===== src/rtl/fms_pkg.sv =====
// Shared types, state codes and register indexes for the enclosure fan mode sequencer.
package fms_pkg;

    localparam logic [2:0] ST_IDLE   = 3'd0;
    localparam logic [2:0] ST_RECIRC = 3'd1;
    localparam logic [2:0] ST_HEAT   = 3'd2;
    localparam logic [2:0] ST_COOL   = 3'd3;
    localparam logic [2:0] ST_MANUAL = 3'd4;

    localparam logic [1:0] MODE_AUTO   = 2'd0;
    localparam logic [1:0] MODE_HEAT   = 2'd1;
    localparam logic [1:0] MODE_COOL   = 2'd2;
    localparam logic [1:0] MODE_MANUAL = 2'd3;

    localparam logic [2:0] CFG_MODE        = 3'd0;
    localparam logic [2:0] CFG_RECIRC_TEMP = 3'd1;
    localparam logic [2:0] CFG_HOT_TEMP    = 3'd2;
    localparam logic [2:0] CFG_MINUTES     = 3'd3;
    localparam logic [2:0] CFG_FAN_PRESENT = 3'd4;
    localparam logic [2:0] CFG_HOT_SPEEDS  = 3'd5;
    localparam logic [2:0] CFG_COLD_SPEEDS = 3'd6;
    localparam logic [2:0] CFG_MAN_SPEEDS  = 3'd7;

    localparam logic [15:0] MS_PER_MIN = 16'd60000;

    typedef struct packed {
        logic [1:0]  operating_mode;
        logic [7:0]  recirc_start_bed_temp;
        logic [7:0]  hot_bed_threshold;
        logic [23:0] decision_ms;
        logic [2:0]  fan_present;
        logic [23:0] hot_speeds;
        logic [23:0] cold_speeds;
        logic [23:0] manual_speeds;
    } t_cfg;

    typedef struct packed {
        logic [2:0]  mode_state;
        logic [31:0] timer_start;
        logic        timer_running;
        logic [7:0]  exhaust_hold;
        logic [7:0]  recirc_hold;
        logic [7:0]  heating_hold;
    } t_ctx;

    typedef struct packed {
        logic [31:0]       now_ms;
        logic signed [12:0] bed_temp_q4;
        logic              chamber_ok;
        logic [7:0]        pid_exhaust_speed;
    } t_tick;

endpackage


===== src/rtl/fms_cfg.sv =====
// Configuration register file with the registered decision timer length.
module fms_cfg (
    input  logic                i_clk,
    input  logic                i_rst_n,
    input  logic                i_cfg_we,
    input  logic [2:0]          i_cfg_idx,
    input  logic [23:0]         i_cfg_data,
    output fms_pkg::t_cfg       o_cfg
);

    logic [1:0]  r_mode;
    logic [7:0]  r_recirc_temp;
    logic [7:0]  r_hot_temp;
    logic [2:0]  r_fan_present;
    logic [23:0] r_hot_speeds;
    logic [23:0] r_cold_speeds;
    logic [23:0] r_man_speeds;
    logic [23:0] r_decision_ms;

    always_ff @(posedge i_clk) begin
        if (!i_rst_n) begin
            r_mode        <= fms_pkg::MODE_AUTO;
            r_recirc_temp <= 8'd0;
            r_hot_temp    <= 8'd0;
            r_fan_present <= 3'b111;
            r_hot_speeds  <= 24'd0;
            r_cold_speeds <= 24'd0;
            r_man_speeds  <= 24'd0;
            r_decision_ms <= 24'd0;
        end else begin
            if (i_cfg_we) begin
                case (i_cfg_idx)
                    fms_pkg::CFG_MODE:        r_mode        <= i_cfg_data[1:0];
                    fms_pkg::CFG_RECIRC_TEMP: r_recirc_temp <= i_cfg_data[7:0];
                    fms_pkg::CFG_HOT_TEMP:    r_hot_temp    <= i_cfg_data[7:0];
                    // minutes * 60000 peaks at 15.3e6, fits 24 bits
                    fms_pkg::CFG_MINUTES:     r_decision_ms <= 24'(i_cfg_data[7:0]) *
                                                               24'(fms_pkg::MS_PER_MIN);
                    fms_pkg::CFG_FAN_PRESENT: r_fan_present <= i_cfg_data[2:0];
                    fms_pkg::CFG_HOT_SPEEDS:  r_hot_speeds  <= i_cfg_data;
                    fms_pkg::CFG_COLD_SPEEDS: r_cold_speeds <= i_cfg_data;
                    fms_pkg::CFG_MAN_SPEEDS:  r_man_speeds  <= i_cfg_data;
                    default: ;
                endcase
            end
        end
    end

    assign o_cfg.operating_mode        = r_mode;
    assign o_cfg.recirc_start_bed_temp = r_recirc_temp;
    assign o_cfg.hot_bed_threshold     = r_hot_temp;
    assign o_cfg.decision_ms           = r_decision_ms;
    assign o_cfg.fan_present           = r_fan_present;
    assign o_cfg.hot_speeds            = r_hot_speeds;
    assign o_cfg.cold_speeds           = r_cold_speeds;
    assign o_cfg.manual_speeds         = r_man_speeds;

endmodule


===== src/rtl/fms_step.sv =====
// Next-state and fan speed logic for one update tick.
module fms_step (
    input  fms_pkg::t_cfg  i_cfg,
    input  fms_pkg::t_ctx  i_ctx,
    input  fms_pkg::t_tick i_tick,
    output fms_pkg::t_ctx  o_ctx,
    output logic           o_pid_clear
);

    logic signed [13:0] w_bed;
    logic signed [13:0] w_recirc_thr;
    logic signed [13:0] w_hot_thr;
    logic               w_cold;
    logic               w_hot;
    logic               w_sensor_err;
    logic [31:0]        w_elapsed;
    logic               w_expired;
    logic [7:0]         w_heat_ex;
    logic [7:0]         w_heat_rc;
    logic [7:0]         w_heat_ht;
    logic [7:0]         w_cool_ex;
    logic [7:0]         w_cool_rc;

    assign w_bed        = 14'(i_tick.bed_temp_q4);
    assign w_recirc_thr = $signed({2'b00, i_cfg.recirc_start_bed_temp, 4'b0000});
    assign w_hot_thr    = $signed({2'b00, i_cfg.hot_bed_threshold, 4'b0000});
    assign w_cold       = w_bed < w_recirc_thr;
    assign w_hot        = w_bed >= w_hot_thr;
    assign w_sensor_err = !i_tick.chamber_ok;
    assign w_elapsed    = i_tick.now_ms - i_ctx.timer_start;
    assign w_expired    = i_ctx.timer_running && (w_elapsed >= {8'd0, i_cfg.decision_ms});

    // gated speed sets for heating and cooling
    assign w_heat_ex = i_cfg.fan_present[0] ? i_cfg.hot_speeds[7:0]   : 8'd0;
    assign w_heat_rc = i_cfg.fan_present[1] ? i_cfg.hot_speeds[15:8]  : 8'd0;
    assign w_heat_ht = i_cfg.fan_present[2] ? i_cfg.hot_speeds[23:16] : 8'd0;
    assign w_cool_ex = !i_cfg.fan_present[0] ? 8'd0 :
                       (w_sensor_err ? i_cfg.cold_speeds[15:8] : i_tick.pid_exhaust_speed);
    assign w_cool_rc = i_cfg.fan_present[1] ? i_cfg.cold_speeds[7:0] : 8'd0;

    always_comb begin
        fms_pkg::t_ctx st;
        logic          clr;
        logic          go_idle;
        logic          go_heat;
        logic          go_cool;
        logic          do_heat;
        logic          do_cool;
        st      = i_ctx;
        clr     = 1'b0;
        go_idle = 1'b0;
        go_heat = 1'b0;
        go_cool = 1'b0;
        do_heat = 1'b0;
        do_cool = 1'b0;

        if (i_cfg.operating_mode == fms_pkg::MODE_MANUAL) begin
            if (st.mode_state != fms_pkg::ST_MANUAL) begin
                st.mode_state    = fms_pkg::ST_MANUAL;
                st.timer_running = 1'b0;
                clr              = 1'b1;
            end
            st.exhaust_hold = i_cfg.manual_speeds[7:0];
            st.recirc_hold  = i_cfg.manual_speeds[15:8];
            st.heating_hold = i_cfg.manual_speeds[23:16];
        end else begin
            // leave manual through idle first
            if (st.mode_state == fms_pkg::ST_MANUAL) begin
                st.mode_state    = fms_pkg::ST_IDLE;
                st.timer_running = 1'b0;
                st.exhaust_hold  = 8'd0;
                st.recirc_hold   = 8'd0;
                st.heating_hold  = 8'd0;
                clr              = 1'b1;
            end
            if (w_sensor_err && st.mode_state == fms_pkg::ST_COOL && i_cfg.fan_present[0]) begin
                st.exhaust_hold = i_cfg.cold_speeds[15:8];
            end

            if (i_cfg.operating_mode == fms_pkg::MODE_HEAT) begin
                if (st.mode_state != fms_pkg::ST_HEAT) begin
                    go_heat = 1'b1;
                end else begin
                    do_heat = 1'b1;
                    if (w_expired) begin
                        st.timer_running = 1'b0;
                        go_idle          = w_cold;
                    end
                end
            end else if (i_cfg.operating_mode == fms_pkg::MODE_COOL) begin
                if (st.mode_state != fms_pkg::ST_COOL) begin
                    go_cool = 1'b1;
                end else begin
                    do_cool = 1'b1;
                    if (w_expired) begin
                        st.timer_running = 1'b0;
                        go_idle          = w_cold;
                    end
                end
            end else begin
                case (st.mode_state)
                    fms_pkg::ST_IDLE: begin
                        if (!w_cold) begin
                            st.mode_state    = fms_pkg::ST_RECIRC;
                            st.recirc_hold   = i_cfg.fan_present[1] ?
                                               i_cfg.cold_speeds[23:16] : 8'd0;
                            st.exhaust_hold  = 8'd0;
                            st.heating_hold  = 8'd0;
                            st.timer_start   = i_tick.now_ms;
                            st.timer_running = 1'b1;
                        end
                    end
                    fms_pkg::ST_RECIRC: begin
                        if (w_expired) begin
                            st.timer_running = 1'b0;
                            if (w_cold) begin
                                go_idle = 1'b1;
                            end else if (w_hot) begin
                                go_heat = 1'b1;
                            end else begin
                                go_cool = 1'b1;
                            end
                        end
                    end
                    fms_pkg::ST_HEAT: begin
                        do_heat = 1'b1;
                        go_idle = w_cold;
                    end
                    fms_pkg::ST_COOL: begin
                        do_cool = 1'b1;
                        go_idle = w_cold;
                    end
                    default: ;
                endcase
            end

            // hold the gated speed set of the current state
            if (do_heat) begin
                st.exhaust_hold = w_heat_ex;
                st.recirc_hold  = w_heat_rc;
                st.heating_hold = w_heat_ht;
            end
            if (do_cool) begin
                st.exhaust_hold = w_cool_ex;
                st.recirc_hold  = w_cool_rc;
                st.heating_hold = 8'd0;
            end
            if (go_heat || go_cool) begin
                clr = 1'b1;
                if (!st.timer_running) begin
                    st.timer_start   = i_tick.now_ms;
                    st.timer_running = 1'b1;
                end
                st.mode_state   = go_heat ? fms_pkg::ST_HEAT : fms_pkg::ST_COOL;
                st.exhaust_hold = go_heat ? w_heat_ex : w_cool_ex;
                st.recirc_hold  = go_heat ? w_heat_rc : w_cool_rc;
                st.heating_hold = go_heat ? w_heat_ht : 8'd0;
            end
            if (go_idle) begin
                st.mode_state    = fms_pkg::ST_IDLE;
                st.timer_running = 1'b0;
                st.exhaust_hold  = 8'd0;
                st.recirc_hold   = 8'd0;
                st.heating_hold  = 8'd0;
                clr              = 1'b1;
            end
        end

        o_ctx       = st;
        o_pid_clear = clr;
    end

endmodule


===== src/rtl/enclosure_fan_mode_sequencer_core.sv =====
// Top level of the enclosure fan mode sequencer: request registers, state and result stage.
//
// Usage:
//   Input channel (i_in_valid / o_in_ready) carries one update tick per request:
//   timestamp, bed temperature in sixteenths of a degree, chamber sensor flag and
//   the external PID exhaust speed. Output channel (o_out_valid / i_out_ready)
//   returns exactly one result per tick: three held fan speeds, the controller
//   state and the PID clear pulse.
//   Timing: an accepted request waits in the input register and moves on into the
//   result register when that register is free; its result is visible from there.
//   Throughput: one request per cycle while the receiver takes results; the
//   sequencer state updates in the same cycle the request moves into the result
//   register, so the next request already sees it.
//   Receiver stall: the result register holds; the input register still takes one
//   more request, then o_in_ready drops until the result is taken.
//   Configuration: i_cfg_we / i_cfg_idx / i_cfg_data write a register at once;
//   the decision timer length (minutes * 60000) is computed at the write itself.
//   Reset (synchronous, active low): state idle, timer stopped, holds zero,
//   both stages empty, registers at their defaults.
module enclosure_fan_mode_sequencer_core (
    input  logic               i_clk,
    input  logic               i_rst_n,
    input  logic               i_cfg_we,
    input  logic [2:0]         i_cfg_idx,
    input  logic [23:0]        i_cfg_data,
    input  logic               i_in_valid,
    output logic               o_in_ready,
    input  logic [31:0]        i_now_ms,
    input  logic signed [12:0] i_bed_temp_q4,
    input  logic               i_chamber_ok,
    input  logic [7:0]         i_pid_exhaust_speed,
    output logic               o_out_valid,
    input  logic               i_out_ready,
    output logic [7:0]         o_exhaust_speed,
    output logic [7:0]         o_recirc_speed,
    output logic [7:0]         o_heating_speed,
    output logic [2:0]         o_ctrl_state_out,
    output logic               o_pid_clear
);

    fms_pkg::t_cfg  w_cfg;
    fms_pkg::t_tick r_in;
    logic           r_in_valid;
    fms_pkg::t_ctx  r_ctx;
    fms_pkg::t_ctx  n_ctx;
    logic           n_pid_clear;
    logic           r_out_valid;
    logic [7:0]     r_exhaust;
    logic [7:0]     r_recirc;
    logic [7:0]     r_heating;
    logic [2:0]     r_state_out;
    logic           r_pid_clear;
    logic           w_out_free;
    logic           w_move;

    fms_cfg u_cfg (
        .i_clk      (i_clk),
        .i_rst_n    (i_rst_n),
        .i_cfg_we   (i_cfg_we),
        .i_cfg_idx  (i_cfg_idx),
        .i_cfg_data (i_cfg_data),
        .o_cfg      (w_cfg)
    );

    fms_step u_step (
        .i_cfg       (w_cfg),
        .i_ctx       (r_ctx),
        .i_tick      (r_in),
        .o_ctx       (n_ctx),
        .o_pid_clear (n_pid_clear)
    );

    // result register frees when empty or being drained this cycle
    assign w_out_free = !r_out_valid || i_out_ready;
    assign w_move     = r_in_valid && w_out_free;
    assign o_in_ready = !r_in_valid || w_move;

    // control state
    always_ff @(posedge i_clk) begin
        if (!i_rst_n) begin
            r_in_valid  <= 1'b0;
            r_out_valid <= 1'b0;
            r_ctx       <= '0;
        end else begin
            if (o_in_ready) begin
                r_in_valid <= i_in_valid;
            end
            if (w_out_free) begin
                r_out_valid <= r_in_valid;
            end
            // advance the sequencer only when the request moves on
            if (w_move) begin
                r_ctx <= n_ctx;
            end
        end
    end

    // payload registers
    always_ff @(posedge i_clk) begin
        if (i_in_valid && o_in_ready) begin
            r_in.now_ms            <= i_now_ms;
            r_in.bed_temp_q4       <= i_bed_temp_q4;
            r_in.chamber_ok        <= i_chamber_ok;
            r_in.pid_exhaust_speed <= i_pid_exhaust_speed;
        end
        if (w_move) begin
            r_exhaust   <= n_ctx.exhaust_hold;
            r_recirc    <= n_ctx.recirc_hold;
            r_heating   <= n_ctx.heating_hold;
            r_state_out <= n_ctx.mode_state;
            r_pid_clear <= n_pid_clear;
        end
    end

    assign o_out_valid      = r_out_valid;
    assign o_exhaust_speed  = r_exhaust;
    assign o_recirc_speed   = r_recirc;
    assign o_heating_speed  = r_heating;
    assign o_ctrl_state_out = r_state_out;
    assign o_pid_clear      = r_pid_clear;

endmodule

===== config.mk =====
export PLATFORM = sky130hd
export DESIGN_NAME = enclosure_fan_mode_sequencer_core
export DESIGN_NICKNAME = d
export VERILOG_FILES = /design/src/rtl/fms_pkg.sv /design/src/rtl/fms_cfg.sv /design/src/rtl/fms_step.sv /design/src/rtl/enclosure_fan_mode_sequencer_core.sv
export SDC_FILE = /design/constraint.sdc
export NUM_CORES = 1
export LEC_CHECK = 0
export ABC_AREA = 1
export BUFFER_PORTS_ARGS = -buffer_cell sky130_fd_sc_hd__buf_2
export CAP_MARGIN = 10
export CORE_MARGIN = 3
export CORE_UTILIZATION = 46
export CTS_CLUSTER_SIZE = 14
export DETAILED_ROUTE_END_ITERATION = 12
export HOLD_SLACK_MARGIN = 0.12
export PLACE_DENSITY = 0.63
export REMOVE_ABC_BUFFERS = 1
export SYNTH_ARGS = -nofsm -noshare
export SYNTH_HDL_FRONTEND = slang
export SYNTH_SLANG_ARGS = --single-unit

===== constraint.sdc =====
create_clock -name i_clk -period 3.5 [get_ports i_clk]
set_input_delay 0.175 -clock i_clk [delete_from_list [all_inputs] [get_ports i_clk]]
set_output_delay 0.175 -clock i_clk [all_outputs]
set_load 0.01 [all_outputs]

==> flow_summary.toml <==
[routing]
drtIter0Drc = 869
drt_pre_antenna_iters = 5
drc = 0
detail_route.wl_per_cell_um = 16.4
via_count = 16481
antenna_left = 0
vias_per_cell = 5.23
routed_wl_um = 51700

[critical_path]
start_kind = "register"
cp_max_fo = 8
max_stage_delay_ps = 490
crit_arrival_ps = 4430
crit_path_end_kind = "register"
worstPathRequired_ps = 3940
crit_type = "reg2reg"
cp_common_cell = "nand2_1"
slowest_stage = "edfxtp_1"

[timing]
tightest_slew_ps = 1140
skew_ps = 19.3
finalSetupViolCount = 88
maxSlewViolCount = 0
fin_crit_sh_pct = 114
rsz0062_at_grt = "yes"
slew_headroom_pct = 23.9
finalHoldViolations = 0
fin_tns_setup_ps = -36640
holdWs_ps = 145
fmax_mhz = 251
fin_crit_ps = 3990
fin_ws_ps = -491

[hold_path]
hold_class = "in2reg"

[final_layout]
nets = 2898
fin_cells = 3153
syn_to_final_growth_pct = 31.7
drive_above_1_share_pct = 20.8

[yosys]
synthCells = 2321
synth_area_mm2 = 0.0164
yosys_most_used_dff = "dfxtp_1"
synth_commonest_cells = "530 x nand2_1, 350 x inv_1, 237 x nor2_1"
ys_warn_count = 0
ys_types = 41
synth_top_area_cell = "dfxtp_1"
seq_area_frac_synth_pct = 36.3
yosys.cell_count.top_type = "nand2_1"
synth-async-reset-ratio_pct = 0
ys_ff_latch = 256
synth_edf_count = 82
syn_area_per_cell_um2 = 7.06
synth_top_area_share_pct = 21.3
synth_area_leaders = "dfxtp_1 21%, edfxtp_1 15%, nand2_1 12%"

[grt]
grt-ovfl-total = 0
antenna_found_initial = 1
grt_first_pass_wirelength_um = 80900
grt_pass1_vias = 16426
gr-usage-all-layers_pct = 25.9
grt_max_degree = 103

[floorplanning]
initial_utilization_pct = 47.1
row_count = 68
ios = 116
die_w_um = 195
die_h_um = 195
die-area_mm2 = 0.0379
coreArea_mm2 = 0.0348

[power_and_ir_drop]
p_per_area_mw_per_mm2 = 429
p_leak_uw = 0.0104
power.switching_uw = 2920
p_int_uw = 6330
swShare_pct = 31.6
seq_power_share_pct = 35.9
power_frac_clock_pct = 33.5
p_comb_share_pct = 30.6
ir_worst_vdd_v = 0.000400

[placed_design]
numPortBuffers = 115
dp_slack_ps = -741
place_congestion = 0.895
post-place-cells = 2994
hpwl_um = 34300

[status]
violations = "negative setup slack"
status = "finished with violations"

[clocking]
clk_latency_ps = 590
ctsRootBufferMaster = "clkbuf_16"
numCtsBuffers = 30
cts_buffer_depth = 3
path_clk_slew_ps = 60
cts_tree = "done"
htree_num_levels = 1
clock_sink_count = 256

[flow_run]
drv_cap = 0
layer usage:
metal | up-vias | share of wire (%) | track usage [%]
met5 | - | 0.025 | 0
met4 | 2 | 3.7 | 9.81
met3 | 131 | 5.8 | 3.29
met2 | 528 | 50 | 47.8
met1 | 7644 | 40 | 30.7
li1 | 8176 | - | -
critical path: cells and delay by family (launching register included):
family,cells,cell delay (ps)
simple gates,16,1460
compound gates,7,750
fa+ha+maj,2,620
flops,1,490
buf+inv,2,330
xor+xnor,1,190
cell usage in the layout, fill, tap and decap left out, types with 9 or more instances in the layout:
cell           netlist  final
buf_2               14    115
xor2_1              22     20
fa_1                23     22
ha_4                 0     15
buf_12               0     10
edfxtp_1            82     82
inv_2                3      9
xnor2_1             15     13
dfxtp_1            174    174
nand3_2             10     41
nor3_1              20     19
nand2_4              2     14
a21oi_1            225    205
dlygate4sd3_1        0     83
nor2_1             237    228
a31oi_1             14     10
nand2_2             13     47
o21ai_0            160    154
a21oi_2              0     20
inv_1              350    344
nand3_1            186    155
buf_4                1    196
nand2_1            530    482
ha_1               115     97
clkbuf_16            0     34
stage by stage:
stage / power, uW / utilization, % / area [um^2]
2_1_floorplan: 4850 / - / 16000
3_3_place_gp: 5820 / 53.7 / 18700
3_5_place_dp: 5880 / 53.7 / 18700
4_1_cts: 9130 / 60.2 / 20900
5_1_grt: 9780 / 62.0 / 21600
6_report: 9250 / 62.0 / 21600
sequential cells by signal (all words and copies together) (netlist names), 19 cells and up:
| signal | flops |
|---|---|
| u_cfg.r_man_speeds | 24 |
| r_ctx | 60 |
| u_cfg.r_cold_speeds | 24 |
| r_in | 54 |
| u_cfg.r_decision_ms | 19 |
| u_cfg.r_hot_speeds | 24 |
repair_timing:
action	CTS	global route
hold buffers	83	0
hold endpoints to repair	131	0
gates resized for setup	59	128
pin swaps	20	42
endpoints found under the setup margin	88	92
buffers inserted	8	8
gates cloned	3	2
power groups by stage:
stage / combinational, uW / sequential (uW) / clock (uW)
after floorplan: 1500 / 3360 / 0
after global placement: 2450 / 3370 / 0
after detailed placement: 2510 / 3370 / 0
after CTS: 2670 / 3310 / 3140
after global routing: 3190 / 3330 / 3270
final: 2830 / 3320 / 3100
cell families (layout without fill, tap and decap cells):
group | after synthesis | count (layout) | synth area share, %
and+or+nand+nor | 1018 | 1018 | 26.0
xor gates and xnor gates | 37 | 37 | 1.98
adders and majority gates | 138 | 138 | 11.6
AOI/OAI and AO/OA | 421 | 421 | 13.4
DFF | 256 | 256 | 36.3
buffers and inverters | 451 | 827 | 10.7
other | 0 | 1 | 0
final cells by class:
cell class | instances | area [um^2]
clock inverters | 10 | 78.8
inverters | 357 | 1350
flip-flops and latches | 256 | 5950
fillers | 3140 | 13200
diodes | 1 | 2.50
repair buffers | 415 | 3280
multi-input cells | 1614 | 9440
clock buffers | 45 | 910
well taps | 455 | 569
worst paths after layout:
check | from | end | cells past startpoint | slack, ps
worst max-delay path | r_in[23] | r_ctx[55] | 28 | -490
worst min-delay path | i_cfg_data[0] | u_cfg.r_hot_temp[0] | 4 | 150
worst max register to register | r_in[23] | r_ctx[55] | 28 | -490
worst min register to register | u_cfg.r_decision_ms[8] | u_cfg.r_decision_ms[8] | 2 | 470
(Power assumes the default switching activity.)
